$ cat config.mk
export PLATFORM = sky130hd
export DESIGN_NAME = first_fit_segment_allocator_core
export DESIGN_NICKNAME = d
export VERILOG_FILES = /design/src/rtl/core/ffsa_pkg.sv /design/src/rtl/core/ffsa_ctrl.sv /design/src/rtl/core/ffsa_dp.sv /design/src/rtl/core/first_fit_segment_allocator_core.sv
export SDC_FILE = /design/constraint.sdc
export NUM_CORES = 2
export LEC_CHECK = 0
export BUFFER_PORTS_ARGS = -buffer_cell sky130_fd_sc_hd__buf_2
export CAP_MARGIN = 30
export CORE_ASPECT_RATIO = 0.5
export CORE_MARGIN = 2
export CORE_UTILIZATION = 32
export DETAILED_ROUTE_END_ITERATION = 12
export SYNTH_ARGS = -nofsm -noshare
export SYNTH_HDL_FRONTEND = slang
export SYNTH_HIERARCHICAL = 1
export SYNTH_SLANG_ARGS = --single-unit
$ cat constraint.sdc
create_clock -name clk -period 22.7 [get_ports clk]
set_input_delay 2.27 -clock clk [delete_from_list [all_inputs] [get_ports clk]]
set_output_delay 2.27 -clock clk [all_outputs]
set_load 0.05 [all_outputs]
$ cat src/rtl/core/ffsa_pkg.sv
`timescale 1ns / 1ps
package ffsa_pkg;

  localparam int TOTAL_SIZE_RESET = 1024;

  localparam logic CMD_ALLOC   = 1'b0;
  localparam logic CMD_RELEASE = 1'b1;

  typedef enum logic [1:0] {
    VERDICT_REFUSE  = 2'd0,
    VERDICT_EXACT   = 2'd1,
    VERDICT_SPLIT   = 2'd2,
    VERDICT_RELEASE = 2'd3
  } verdict_t;

  typedef struct packed {
    logic init;
    logic load;
    logic scan_run;
    logic decide;
    logic shift_start;
    logic shift_run;
    logic place_rem;
    logic place;
    logic rel;
    logic merge_start;
    logic merge_run;
    logic merge_flush;
    logic out_load;
  } ffsa_cmd_t;

  typedef struct packed {
    logic     cfg_wr;
    logic     scan_done;
    logic     shift_done;
    logic     merge_done;
    logic     out_free;
    verdict_t verdict;
  } ffsa_stat_t;

endpackage

$ cat src/rtl/core/ffsa_ctrl.sv
`timescale 1ns / 1ps
module ffsa_ctrl import ffsa_pkg::*; (
  input  logic       clk,
  input  logic       rst_n,
  input  ffsa_stat_t stat,
  input  logic       in_valid,
  output logic       in_ready,
  output ffsa_cmd_t  cmd
);

  typedef enum logic [9:0] {
    ST_INIT   = 10'b0000000001,
    ST_IDLE   = 10'b0000000010,
    ST_SCAN   = 10'b0000000100,
    ST_DECIDE = 10'b0000001000,
    ST_SHIFT  = 10'b0000010000,
    ST_REM    = 10'b0000100000,
    ST_PLACE  = 10'b0001000000,
    ST_MERGE  = 10'b0010000000,
    ST_FLUSH  = 10'b0100000000,
    ST_RESULT = 10'b1000000000
  } state_t;

  state_t state_r, state_nxt;

  assign in_ready = (state_r == ST_IDLE) && !stat.cfg_wr;

  always_comb begin
    state_nxt = state_r;
    cmd = '0;
    unique case (state_r)
      ST_INIT: begin
        cmd.init = 1'b1;
        state_nxt = ST_IDLE;
      end
      ST_IDLE: begin
        if (stat.cfg_wr) begin
          state_nxt = ST_INIT;
        end else if (in_valid) begin
          cmd.load = 1'b1;
          state_nxt = ST_SCAN;
        end
      end
      ST_SCAN: begin
        cmd.scan_run = 1'b1;
        if (stat.scan_done) state_nxt = ST_DECIDE;
      end
      ST_DECIDE: begin
        cmd.decide = 1'b1;
        unique case (stat.verdict)
          VERDICT_REFUSE: begin
            cmd.merge_start = 1'b1;
            state_nxt = ST_MERGE;
          end
          VERDICT_RELEASE: begin
            cmd.rel = 1'b1;
            cmd.merge_start = 1'b1;
            state_nxt = ST_MERGE;
          end
          VERDICT_EXACT: state_nxt = ST_PLACE;
          VERDICT_SPLIT: begin
            cmd.shift_start = 1'b1;
            state_nxt = ST_SHIFT;
          end
          default: state_nxt = ST_MERGE;
        endcase
      end
      ST_SHIFT: begin
        cmd.shift_run = 1'b1;
        if (stat.shift_done) state_nxt = ST_REM;
      end
      ST_REM: begin
        cmd.place_rem = 1'b1;
        state_nxt = ST_PLACE;
      end
      ST_PLACE: begin
        cmd.place = 1'b1;
        cmd.merge_start = 1'b1;
        state_nxt = ST_MERGE;
      end
      ST_MERGE: begin
        cmd.merge_run = 1'b1;
        if (stat.merge_done) state_nxt = ST_FLUSH;
      end
      ST_FLUSH: begin
        cmd.merge_flush = 1'b1;
        state_nxt = ST_RESULT;
      end
      ST_RESULT: begin
        if (stat.out_free) begin
          cmd.out_load = 1'b1;
          state_nxt = ST_IDLE;
        end
      end
      default: state_nxt = ST_INIT;
    endcase
  end

  always_ff @(posedge clk) begin
    if (!rst_n) state_r <= ST_INIT;
    else state_r <= state_nxt;
  end

endmodule

$ cat src/rtl/core/ffsa_dp.sv
`timescale 1ns / 1ps
module ffsa_dp import ffsa_pkg::*; #(
  parameter int MAX_SEGMENTS = 64,
  parameter int SIZE_BITS    = 21
) (
  input  logic                 clk,
  input  logic                 rst_n,
  input  ffsa_cmd_t            cmd,
  output ffsa_stat_t           stat,
  input  logic                 in_cmd,
  input  logic [15:0]          in_owner_id,
  input  logic [SIZE_BITS-1:0] in_request_size,
  output logic                 out_valid,
  input  logic                 out_ready,
  output logic                 out_accepted,
  input  logic                 psel,
  input  logic                 penable,
  input  logic                 pwrite,
  input  logic [2:0]           paddr,
  input  logic [31:0]          pwdata,
  output logic [31:0]          prdata
);

  localparam int AW = $clog2(MAX_SEGMENTS);
  localparam int CW = $clog2(MAX_SEGMENTS + 1);
  localparam logic [CW-1:0] CNT_MAX = CW'(MAX_SEGMENTS);

  logic [SIZE_BITS-1:0] mem_len  [MAX_SEGMENTS];
  logic                 mem_busy [MAX_SEGMENTS];
  logic [15:0]          mem_own  [MAX_SEGMENTS];

  logic [SIZE_BITS-1:0] rd_len_r;
  logic                 rd_busy_r;
  logic [15:0]          rd_own_r;

  logic [SIZE_BITS-1:0] total_size_r, total_size_nxt;
  logic [CW-1:0]        count_r, count_nxt;
  logic                 req_cmd_r, req_cmd_nxt;
  logic [15:0]          req_own_r, req_own_nxt;
  logic [SIZE_BITS-1:0] req_size_r, req_size_nxt;
  logic [CW-1:0]        idx_r, idx_nxt;
  logic [AW-1:0]        idx_d_r, idx_d_nxt;
  logic                 vld_r, vld_nxt;
  logic                 own_fnd_r, own_fnd_nxt;
  logic [AW-1:0]        own_idx_r, own_idx_nxt;
  logic [SIZE_BITS-1:0] own_len_r, own_len_nxt;
  logic                 fit_fnd_r, fit_fnd_nxt;
  logic [AW-1:0]        fit_idx_r, fit_idx_nxt;
  logic [SIZE_BITS-1:0] fit_len_r, fit_len_nxt;
  logic [CW-1:0]        w_r, w_nxt;
  logic                 held_v_r, held_v_nxt;
  logic [SIZE_BITS-1:0] held_len_r, held_len_nxt;
  logic                 held_busy_r, held_busy_nxt;
  logic [15:0]          held_own_r, held_own_nxt;
  logic                 ok_r, ok_nxt;
  logic                 out_valid_r, out_valid_nxt;
  logic                 out_acc_r, out_acc_nxt;

  logic                 we;
  logic [AW-1:0]        waddr;
  logic [SIZE_BITS-1:0] wlen;
  logic                 wbusy;
  logic [15:0]          wown;
  logic [AW-1:0]        raddr;
  logic                 cfg_wr;
  verdict_t             verdict;

  assign cfg_wr = psel && penable && pwrite && !paddr[2];
  assign prdata = paddr[2] ? 32'd0 : 32'(total_size_r);
  assign out_valid = out_valid_r;
  assign out_accepted = out_acc_r;

  always_comb begin
    if (req_cmd_r == CMD_RELEASE) begin
      verdict = own_fnd_r ? VERDICT_RELEASE : VERDICT_REFUSE;
    end else if (req_size_r == '0 || own_fnd_r || !fit_fnd_r) begin
      verdict = VERDICT_REFUSE;
    end else if (fit_len_r > req_size_r) begin
      verdict = (count_r >= CNT_MAX) ? VERDICT_REFUSE : VERDICT_SPLIT;
    end else begin
      verdict = VERDICT_EXACT;
    end
  end

  always_comb begin
    stat.cfg_wr     = cfg_wr;
    stat.scan_done  = !vld_r && (idx_r == count_r);
    stat.shift_done = !vld_r && (idx_r == CW'(fit_idx_r));
    stat.merge_done = !vld_r && (idx_r == count_r);
    stat.out_free   = !out_valid_r || out_ready;
    stat.verdict    = verdict;
  end

  always_comb begin
    total_size_nxt = total_size_r;
    count_nxt      = count_r;
    req_cmd_nxt    = req_cmd_r;
    req_own_nxt    = req_own_r;
    req_size_nxt   = req_size_r;
    idx_nxt        = idx_r;
    idx_d_nxt      = idx_d_r;
    vld_nxt        = 1'b0;
    own_fnd_nxt    = own_fnd_r;
    own_idx_nxt    = own_idx_r;
    own_len_nxt    = own_len_r;
    fit_fnd_nxt    = fit_fnd_r;
    fit_idx_nxt    = fit_idx_r;
    fit_len_nxt    = fit_len_r;
    w_nxt          = w_r;
    held_v_nxt     = held_v_r;
    held_len_nxt   = held_len_r;
    held_busy_nxt  = held_busy_r;
    held_own_nxt   = held_own_r;
    ok_nxt         = ok_r;
    out_valid_nxt  = out_valid_r;
    out_acc_nxt    = out_acc_r;
    we    = 1'b0;
    waddr = '0;
    wlen  = '0;
    wbusy = 1'b0;
    wown  = req_own_r;
    raddr = idx_r[AW-1:0];

    if (cfg_wr) total_size_nxt = pwdata[SIZE_BITS-1:0];
    if (out_valid_r && out_ready) out_valid_nxt = 1'b0;

    if (cmd.init) begin
      we        = 1'b1;
      waddr     = '0;
      wlen      = total_size_r;
      wbusy     = 1'b0;
      count_nxt = CW'(1);
    end

    if (cmd.load) begin
      req_cmd_nxt  = in_cmd;
      req_own_nxt  = in_owner_id;
      req_size_nxt = in_request_size;
      idx_nxt      = '0;
      own_fnd_nxt  = 1'b0;
      fit_fnd_nxt  = 1'b0;
    end

    if (cmd.scan_run) begin
      if (idx_r != count_r) begin
        idx_nxt   = idx_r + CW'(1);
        idx_d_nxt = idx_r[AW-1:0];
        vld_nxt   = 1'b1;
      end
      if (vld_r) begin
        if (rd_busy_r && rd_own_r == req_own_r && !own_fnd_r) begin
          own_fnd_nxt = 1'b1;
          own_idx_nxt = idx_d_r;
          own_len_nxt = rd_len_r;
        end
        if (!rd_busy_r && rd_len_r >= req_size_r && !fit_fnd_r) begin
          fit_fnd_nxt = 1'b1;
          fit_idx_nxt = idx_d_r;
          fit_len_nxt = rd_len_r;
        end
      end
    end

    if (cmd.decide) ok_nxt = (verdict != VERDICT_REFUSE);

    if (cmd.shift_start) idx_nxt = count_r - CW'(1);

    if (cmd.shift_run) begin
      // walk down, each word moves up one slot
      if (idx_r != CW'(fit_idx_r)) begin
        idx_nxt   = idx_r - CW'(1);
        idx_d_nxt = idx_r[AW-1:0];
        vld_nxt   = 1'b1;
      end
      if (vld_r) begin
        we    = 1'b1;
        waddr = idx_d_r + AW'(1);
        wlen  = rd_len_r;
        wbusy = rd_busy_r;
        wown  = rd_own_r;
      end
    end

    if (cmd.place_rem) begin
      we        = 1'b1;
      waddr     = fit_idx_r + AW'(1);
      wlen      = fit_len_r - req_size_r;
      wbusy     = 1'b0;
      count_nxt = count_r + CW'(1);
    end

    if (cmd.place) begin
      we    = 1'b1;
      waddr = fit_idx_r;
      wlen  = req_size_r;
      wbusy = 1'b1;
      wown  = req_own_r;
    end

    if (cmd.rel) begin
      we    = 1'b1;
      waddr = own_idx_r;
      wlen  = own_len_r;
      wbusy = 1'b0;
    end

    if (cmd.merge_start) begin
      idx_nxt    = '0;
      w_nxt      = '0;
      held_v_nxt = 1'b0;
    end

    if (cmd.merge_run) begin
      if (idx_r != count_r) begin
        idx_nxt   = idx_r + CW'(1);
        idx_d_nxt = idx_r[AW-1:0];
        vld_nxt   = 1'b1;
      end
      if (vld_r) begin
        if (held_v_r && !rd_busy_r && !held_busy_r) begin
          held_len_nxt = held_len_r + rd_len_r;
        end else begin
          if (held_v_r) begin
            we    = 1'b1;
            waddr = w_r[AW-1:0];
            wlen  = held_len_r;
            wbusy = held_busy_r;
            wown  = held_own_r;
            w_nxt = w_r + CW'(1);
          end
          held_v_nxt    = 1'b1;
          held_len_nxt  = rd_len_r;
          held_busy_nxt = rd_busy_r;
          held_own_nxt  = rd_own_r;
        end
      end
    end

    if (cmd.merge_flush) begin
      we        = 1'b1;
      waddr     = w_r[AW-1:0];
      wlen      = held_len_r;
      wbusy     = held_busy_r;
      wown      = held_own_r;
      count_nxt = w_r + CW'(1);
    end

    if (cmd.out_load) begin
      out_valid_nxt = 1'b1;
      out_acc_nxt   = ok_r;
    end
  end

  always_ff @(posedge clk) begin
    if (we) begin
      mem_len[waddr]  <= wlen;
      mem_busy[waddr] <= wbusy;
      mem_own[waddr]  <= wown;
    end
    rd_len_r  <= mem_len[raddr];
    rd_busy_r <= mem_busy[raddr];
    rd_own_r  <= mem_own[raddr];
  end

  always_ff @(posedge clk) begin
    if (!rst_n) begin
      total_size_r <= SIZE_BITS'(TOTAL_SIZE_RESET);
      count_r      <= CW'(1);
      vld_r        <= 1'b0;
      out_valid_r  <= 1'b0;
      idx_r        <= '0;
    end else begin
      total_size_r <= total_size_nxt;
      count_r      <= count_nxt;
      vld_r        <= vld_nxt;
      out_valid_r  <= out_valid_nxt;
      idx_r        <= idx_nxt;
    end
  end

  always_ff @(posedge clk) begin
    req_cmd_r   <= req_cmd_nxt;
    req_own_r   <= req_own_nxt;
    req_size_r  <= req_size_nxt;
    idx_d_r     <= idx_d_nxt;
    own_fnd_r   <= own_fnd_nxt;
    own_idx_r   <= own_idx_nxt;
    own_len_r   <= own_len_nxt;
    fit_fnd_r   <= fit_fnd_nxt;
    fit_idx_r   <= fit_idx_nxt;
    fit_len_r   <= fit_len_nxt;
    w_r         <= w_nxt;
    held_v_r    <= held_v_nxt;
    held_len_r  <= held_len_nxt;
    held_busy_r <= held_busy_nxt;
    held_own_r  <= held_own_nxt;
    ok_r        <= ok_nxt;
    out_acc_r   <= out_acc_nxt;
  end

endmodule

$ cat src/rtl/core/first_fit_segment_allocator_core.sv
`timescale 1ns / 1ps
// first-fit segment allocator with free-segment coalescing
// input channel: in_valid/in_ready with in_cmd (0 allocate, 1 release),
//   in_owner_id and in_request_size; one request is worked on at a time
// result channel: out_valid/out_ready with out_accepted, one word per request
// config: apb-style port, total_size at address 0; a write rebuilds the table
//   as one free segment, to be done only while idle
// per request: a scan of the table, a shift of the entries above the fit on
//   a split, one or two placement writes on an accepted allocation or one
//   release write on an accepted release, then a merge pass over the new
//   count and a flush; the table has one read port and one write port
// request flow: one request at a time; the next word is taken as soon as the
//   previous result is parked in the output register
// reset: total_size returns to 1024 and the table is rebuilt
//   before in_ready rises
// receiver stall: the result holds in out_accepted; a finished request whose
//   result cannot be loaded waits until the output register frees up
module first_fit_segment_allocator_core import ffsa_pkg::*; #(
  parameter int MAX_SEGMENTS = 64,
  parameter int SIZE_BITS    = 21
) (
  input  logic                 clk,
  input  logic                 rst_n,
  input  logic                 in_valid,
  output logic                 in_ready,
  input  logic                 in_cmd,
  input  logic [15:0]          in_owner_id,
  input  logic [SIZE_BITS-1:0] in_request_size,
  output logic                 out_valid,
  input  logic                 out_ready,
  output logic                 out_accepted,
  input  logic                 psel,
  input  logic                 penable,
  input  logic                 pwrite,
  input  logic [2:0]           paddr,
  input  logic [31:0]          pwdata,
  output logic [31:0]          prdata,
  output logic                 pready
);

  ffsa_cmd_t  cmd;
  ffsa_stat_t stat;

  assign pready = 1'b1;

  ffsa_ctrl u_ctrl (
    .clk      (clk),
    .rst_n    (rst_n),
    .stat     (stat),
    .in_valid (in_valid),
    .in_ready (in_ready),
    .cmd      (cmd)
  );

  ffsa_dp #(
    .MAX_SEGMENTS (MAX_SEGMENTS),
    .SIZE_BITS    (SIZE_BITS)
  ) u_dp (
    .clk             (clk),
    .rst_n           (rst_n),
    .cmd             (cmd),
    .stat            (stat),
    .in_cmd          (in_cmd),
    .in_owner_id     (in_owner_id),
    .in_request_size (in_request_size),
    .out_valid       (out_valid),
    .out_ready       (out_ready),
    .out_accepted    (out_accepted),
    .psel            (psel),
    .penable         (penable),
    .pwrite          (pwrite),
    .paddr           (paddr),
    .pwdata          (pwdata),
    .prdata          (prdata)
  );

endmodule
==> results.ini <==
[logic_synthesis]
post_synthesis_instance_area_um2 = 106000
yosysTopAreaCell = edfxtp_1
synth_sequential_area_ratio_pct = 74.7
synth_cell_types = 81
synth_top_area_share_pct = 72.8
yosys_register_bits = 2665
synthFlopType = edfxtp_1
synth_edf_count = 2564
ys_async_sr_fraction_pct = 0
synthesis.instances = 4940
ys.warnings.count = 6
avgSynthCellArea_um2 = 21.4
synth_area_leaders = edfxtp_1 73%, mux4_2 17%, dfxtp_1 1.9%, ha_1 0.86%, nand2_1 0.60%

[global_routing]
initial_antenna_violation_count = 9
grt_pass1_vias = 52400
grt-ovfl-total = 0
grtUsageTotal_pct = 16.9
grt_max_degree = 95
grt_first_pass_wirelength_um = 405000

[detailed_routing]
drt_pre_antenna_iters = 6
detail_route.drc_violations = 0
antenna_left = 0
totalWireLength_um = 291000
drt_iter0_markers = 7045
routedWlPerCell_um = 29.6
via_density_per_instance = 5.44
routed-via-count = 53400

[critical_path]
reg2reg_setup_slack_ns = 14.94
crit_start = u_dp/req_size_r[4]
critical_path_arrival_ns = 8.20
depth_of_the_worst_register_to_register_path = 20
cp_slowest_cell = nor2_4
crit_path_max_fanout = 34
cp_cell_sequence = inv_1 > ha_1 > a21oi_1 > a21boi_0 > o31ai_1 > a21oi_1 > o31a_1 > o21a_1 > a22o_1 > ha_1 > and2_1 > buf_4 > inv_1 > nor2_1 > o31ai_1 > nand2_1 > a211oi_1 > nand2_1 > nor2_4 > buf_4
worst_r2r_dst = u_dp/mem_len[49][19]
cp-start-kind = flip-flop
critical_path_required_ns = 23.14
setup.worst_path.class = flip-flop to flip-flop
worst_path_largest_cell_delay_ns = 0.83
setup.worst_path.end_class = flip-flop
rr_startpoint = u_dp/req_size_r[4]

[clock_tree]
clkSinkCount = 2665
cts_resized = 0
cts_inserted_buffers = 268
cts_setup_buffers = 0
cts_tree = yes
path_clk_slew_ns = 0.06
clockRootBuffer = clkbuf_16
h-tree-depth = 5
worst_skew_pair_later_pin_latency_ns = 0.86
ctsLongestPathBuffers = 4
cts_hold_repair.buffers = 0

[timing]
fin_hold_ws_ns = 0.471
hold_viol_final = 0
slew-limit-headroom_pct = 28.3
achievable-frequency_mhz = 129
final.setup_skew_ns = 0.0534
setup-tns-final_ns = 0
final_critical_path_setup_slack_ns = 14.94
timing.final.setup_violations = 0
share_of_the_clock_period_used_by_the_worst_path_after_layout_pct = 34.2
max_slew.worst_pin.slew_ns = 1.08
timing.final.max_slew_violations = 0
rsz0062_at_grt = false
finalWorstPathRequiredPeriod_ns = 7.76

[finish]
final_cell_mix = 2564 x edfxtp_1, 798 x mux4_2, 278 x clkbuf_16, 167 x nand2_1, 162 x buf_4
area_used_by_multi_input_combinational_logic_um2 = 26300
sequential_cell_area_um2 = 79000
drive_above_1_share_pct = 29.1
finalNetCount = 5385
final_cell_count_no_fill = 9823
fin_util_pct = 37.0
layout.cell_area.non_filler_um2 = 122000
flow.area_growth_from_synthesis_pct = 15.2
layout.cells.most_common = edfxtp_1
fill_cells = 29700

[floorplanning]
floorplan.die_area_um2 = 335000
placementRows = 149
design.core.area_um2 = 329000
floorplan.die.height_um = 411
initial_cell_density_of_the_core_pct = 32.1
floorplan.io_pins = 116
die_boundary_width_um = 817

[place]
place_inst = 9333
dp_slack_ns = 15.07
port_buffers = 90
placedInstanceArea_um2 = 113000
dp_hpwl_um = 161000
place_congestion = 0.858

[power_and_ir_drop]
power_leakage_nw = 34.7
pwr_cell_area_nw_per_um2 = 84.6
peakVddDrop_mv = 0.0563
power.total_mw = 10.3

[worst_hold_path]
hp-start = u_dp/rd_own_r[9]
timing.hold.worst.class = flip-flop to flip-flop
hold_path_depth = 0
worstHoldEndpoint = u_dp/held_own_r[9]

[run]
drv_cap = 0

[run_status]
outcome = completed

==> power by group <==
| part | total [mW] | leakage (nW) | switching [mW] | internal, mW |
|---|---|---|---|---|
| Sequential | 5.44 | 22.2 | 0.0532 | 5.39 |
| Combinational | 0.506 | 8.44 | 0.283 | 0.223 |
| Clock | 4.37 | 4.15 | 1.84 | 2.52 |
| Total | 10.3 | 34.7 | 2.18 | 8.14 |
==> kinds of logic after synthesis <==
logic type | after synthesis | share of synthesized area (%)
and+or+nand+nor | 569 | 2.66
buffers and inverters | 331 | 1.38
xor gates and xnor gates | 74 | 0.613
adders and majority gates | 75 | 0.902
muxes | 826 | 17.3
AOI/OAI and AO/OA | 398 | 2.46
other | 2 | 0.00710
DFF | 2665 | 74.7
==> how the worst max path moves through the flow <==
| stage | to | slack (ns) | depth (start not counted) |
|---|---|---|---|
| 3_3_place_gp | u_dp/mem_own[63][8] | 15.03 | 18 |
| 2_1_floorplan | u_dp/mem_len[0][17] | 14.89 | 16 |
| 6_report | u_dp/mem_len[49][19] | 14.94 | 20 |
| 3_5_place_dp | u_dp/mem_own[31][11] | 15.07 | 18 |
| 4_1_cts | u_dp/mem_len[49][19] | 15.00 | 20 |
| 5_1_grt | u_dp/mem_len[49][19] | 14.54 | 20 |
==> layout make-up <==
type / instances / area share, %
Antenna cell: 6 / 0.0123
Inverter: 62 / 0.191
Multi-Input combinational cell: 1954 / 21.6
Tap cell: 4379 / 4.50
Clock buffer: 362 / 6.04
Clock inverter: 116 / 0.956
Timing Repair Buffer: 279 / 1.88
Sequential cell: 2665 / 64.9
==> metal layers <==
| metal | vias to the layer above | global-route usage, % | share of wire (%) |
|---|---|---|---|
| li1 | 21400 | - | - |
| met1 | 29000 | 23.8 | 41 |
| met2 | 2562 | 26.5 | 46 |
| met3 | 483 | 2.67 | 8.3 |
| met4 | 0 | 6.49 | 4.0 |
| met5 | - | 0 | 0 |
==> state kept, by name, indices dropped and copies added (netlist names), 10 cells and up <==
signal,cells
u_dp/fit_len_r,21
u_dp/rd_len_r,21
u_dp/req_own_r,16
u_ctrl/state_r,10
u_dp/req_size_r,21
u_dp/rd_own_r,16
u_dp/own_len_r,21
u_dp/mem_busy,64
u_dp/mem_own,1024
u_dp/mem_len,1344
u_dp/total_size_r,21
u_dp/held_own_r,16
u_dp/held_len_r,21
==> critical path: cells and delay by family (launching register included) <==
kind,cells,cell delay (ns)
AOI/OAI and AO/OA,9,2.92
adders and majority gates,2,0.49
buffers and inverters,4,1.84
DFF,1,0.38
and+or+nand+nor,5,1.57
==> synthesized netlist by cell type (all sizes together) (5+ instances only) <==
library cell	n
a31oi	17
a2111oi	5
nor2	138
nor3b	8
and3	24
a211o	8
mux2	6
edfxtp	2564
ha	73
o31ai	20
o31a	5
o211ai	17
mux2i	22
buf	111
a311oi	8
nor2b	35
a211oi	27
nand3	57
inv	61
a21o	21
a21oi	106
a221oi	5
nand3b	8
nor4	13
or3	15
o21ai	90
nand2b	17
nand4	16
o22ai	7
o21a	14
xor2	37
nand2	168
or2	6
clkbuf	158
and2	12
nor3	28
xnor2	37
mux4	798
nand4b	6
dfxtp	101
o2111ai	6
(Power assumes the default switching activity.)
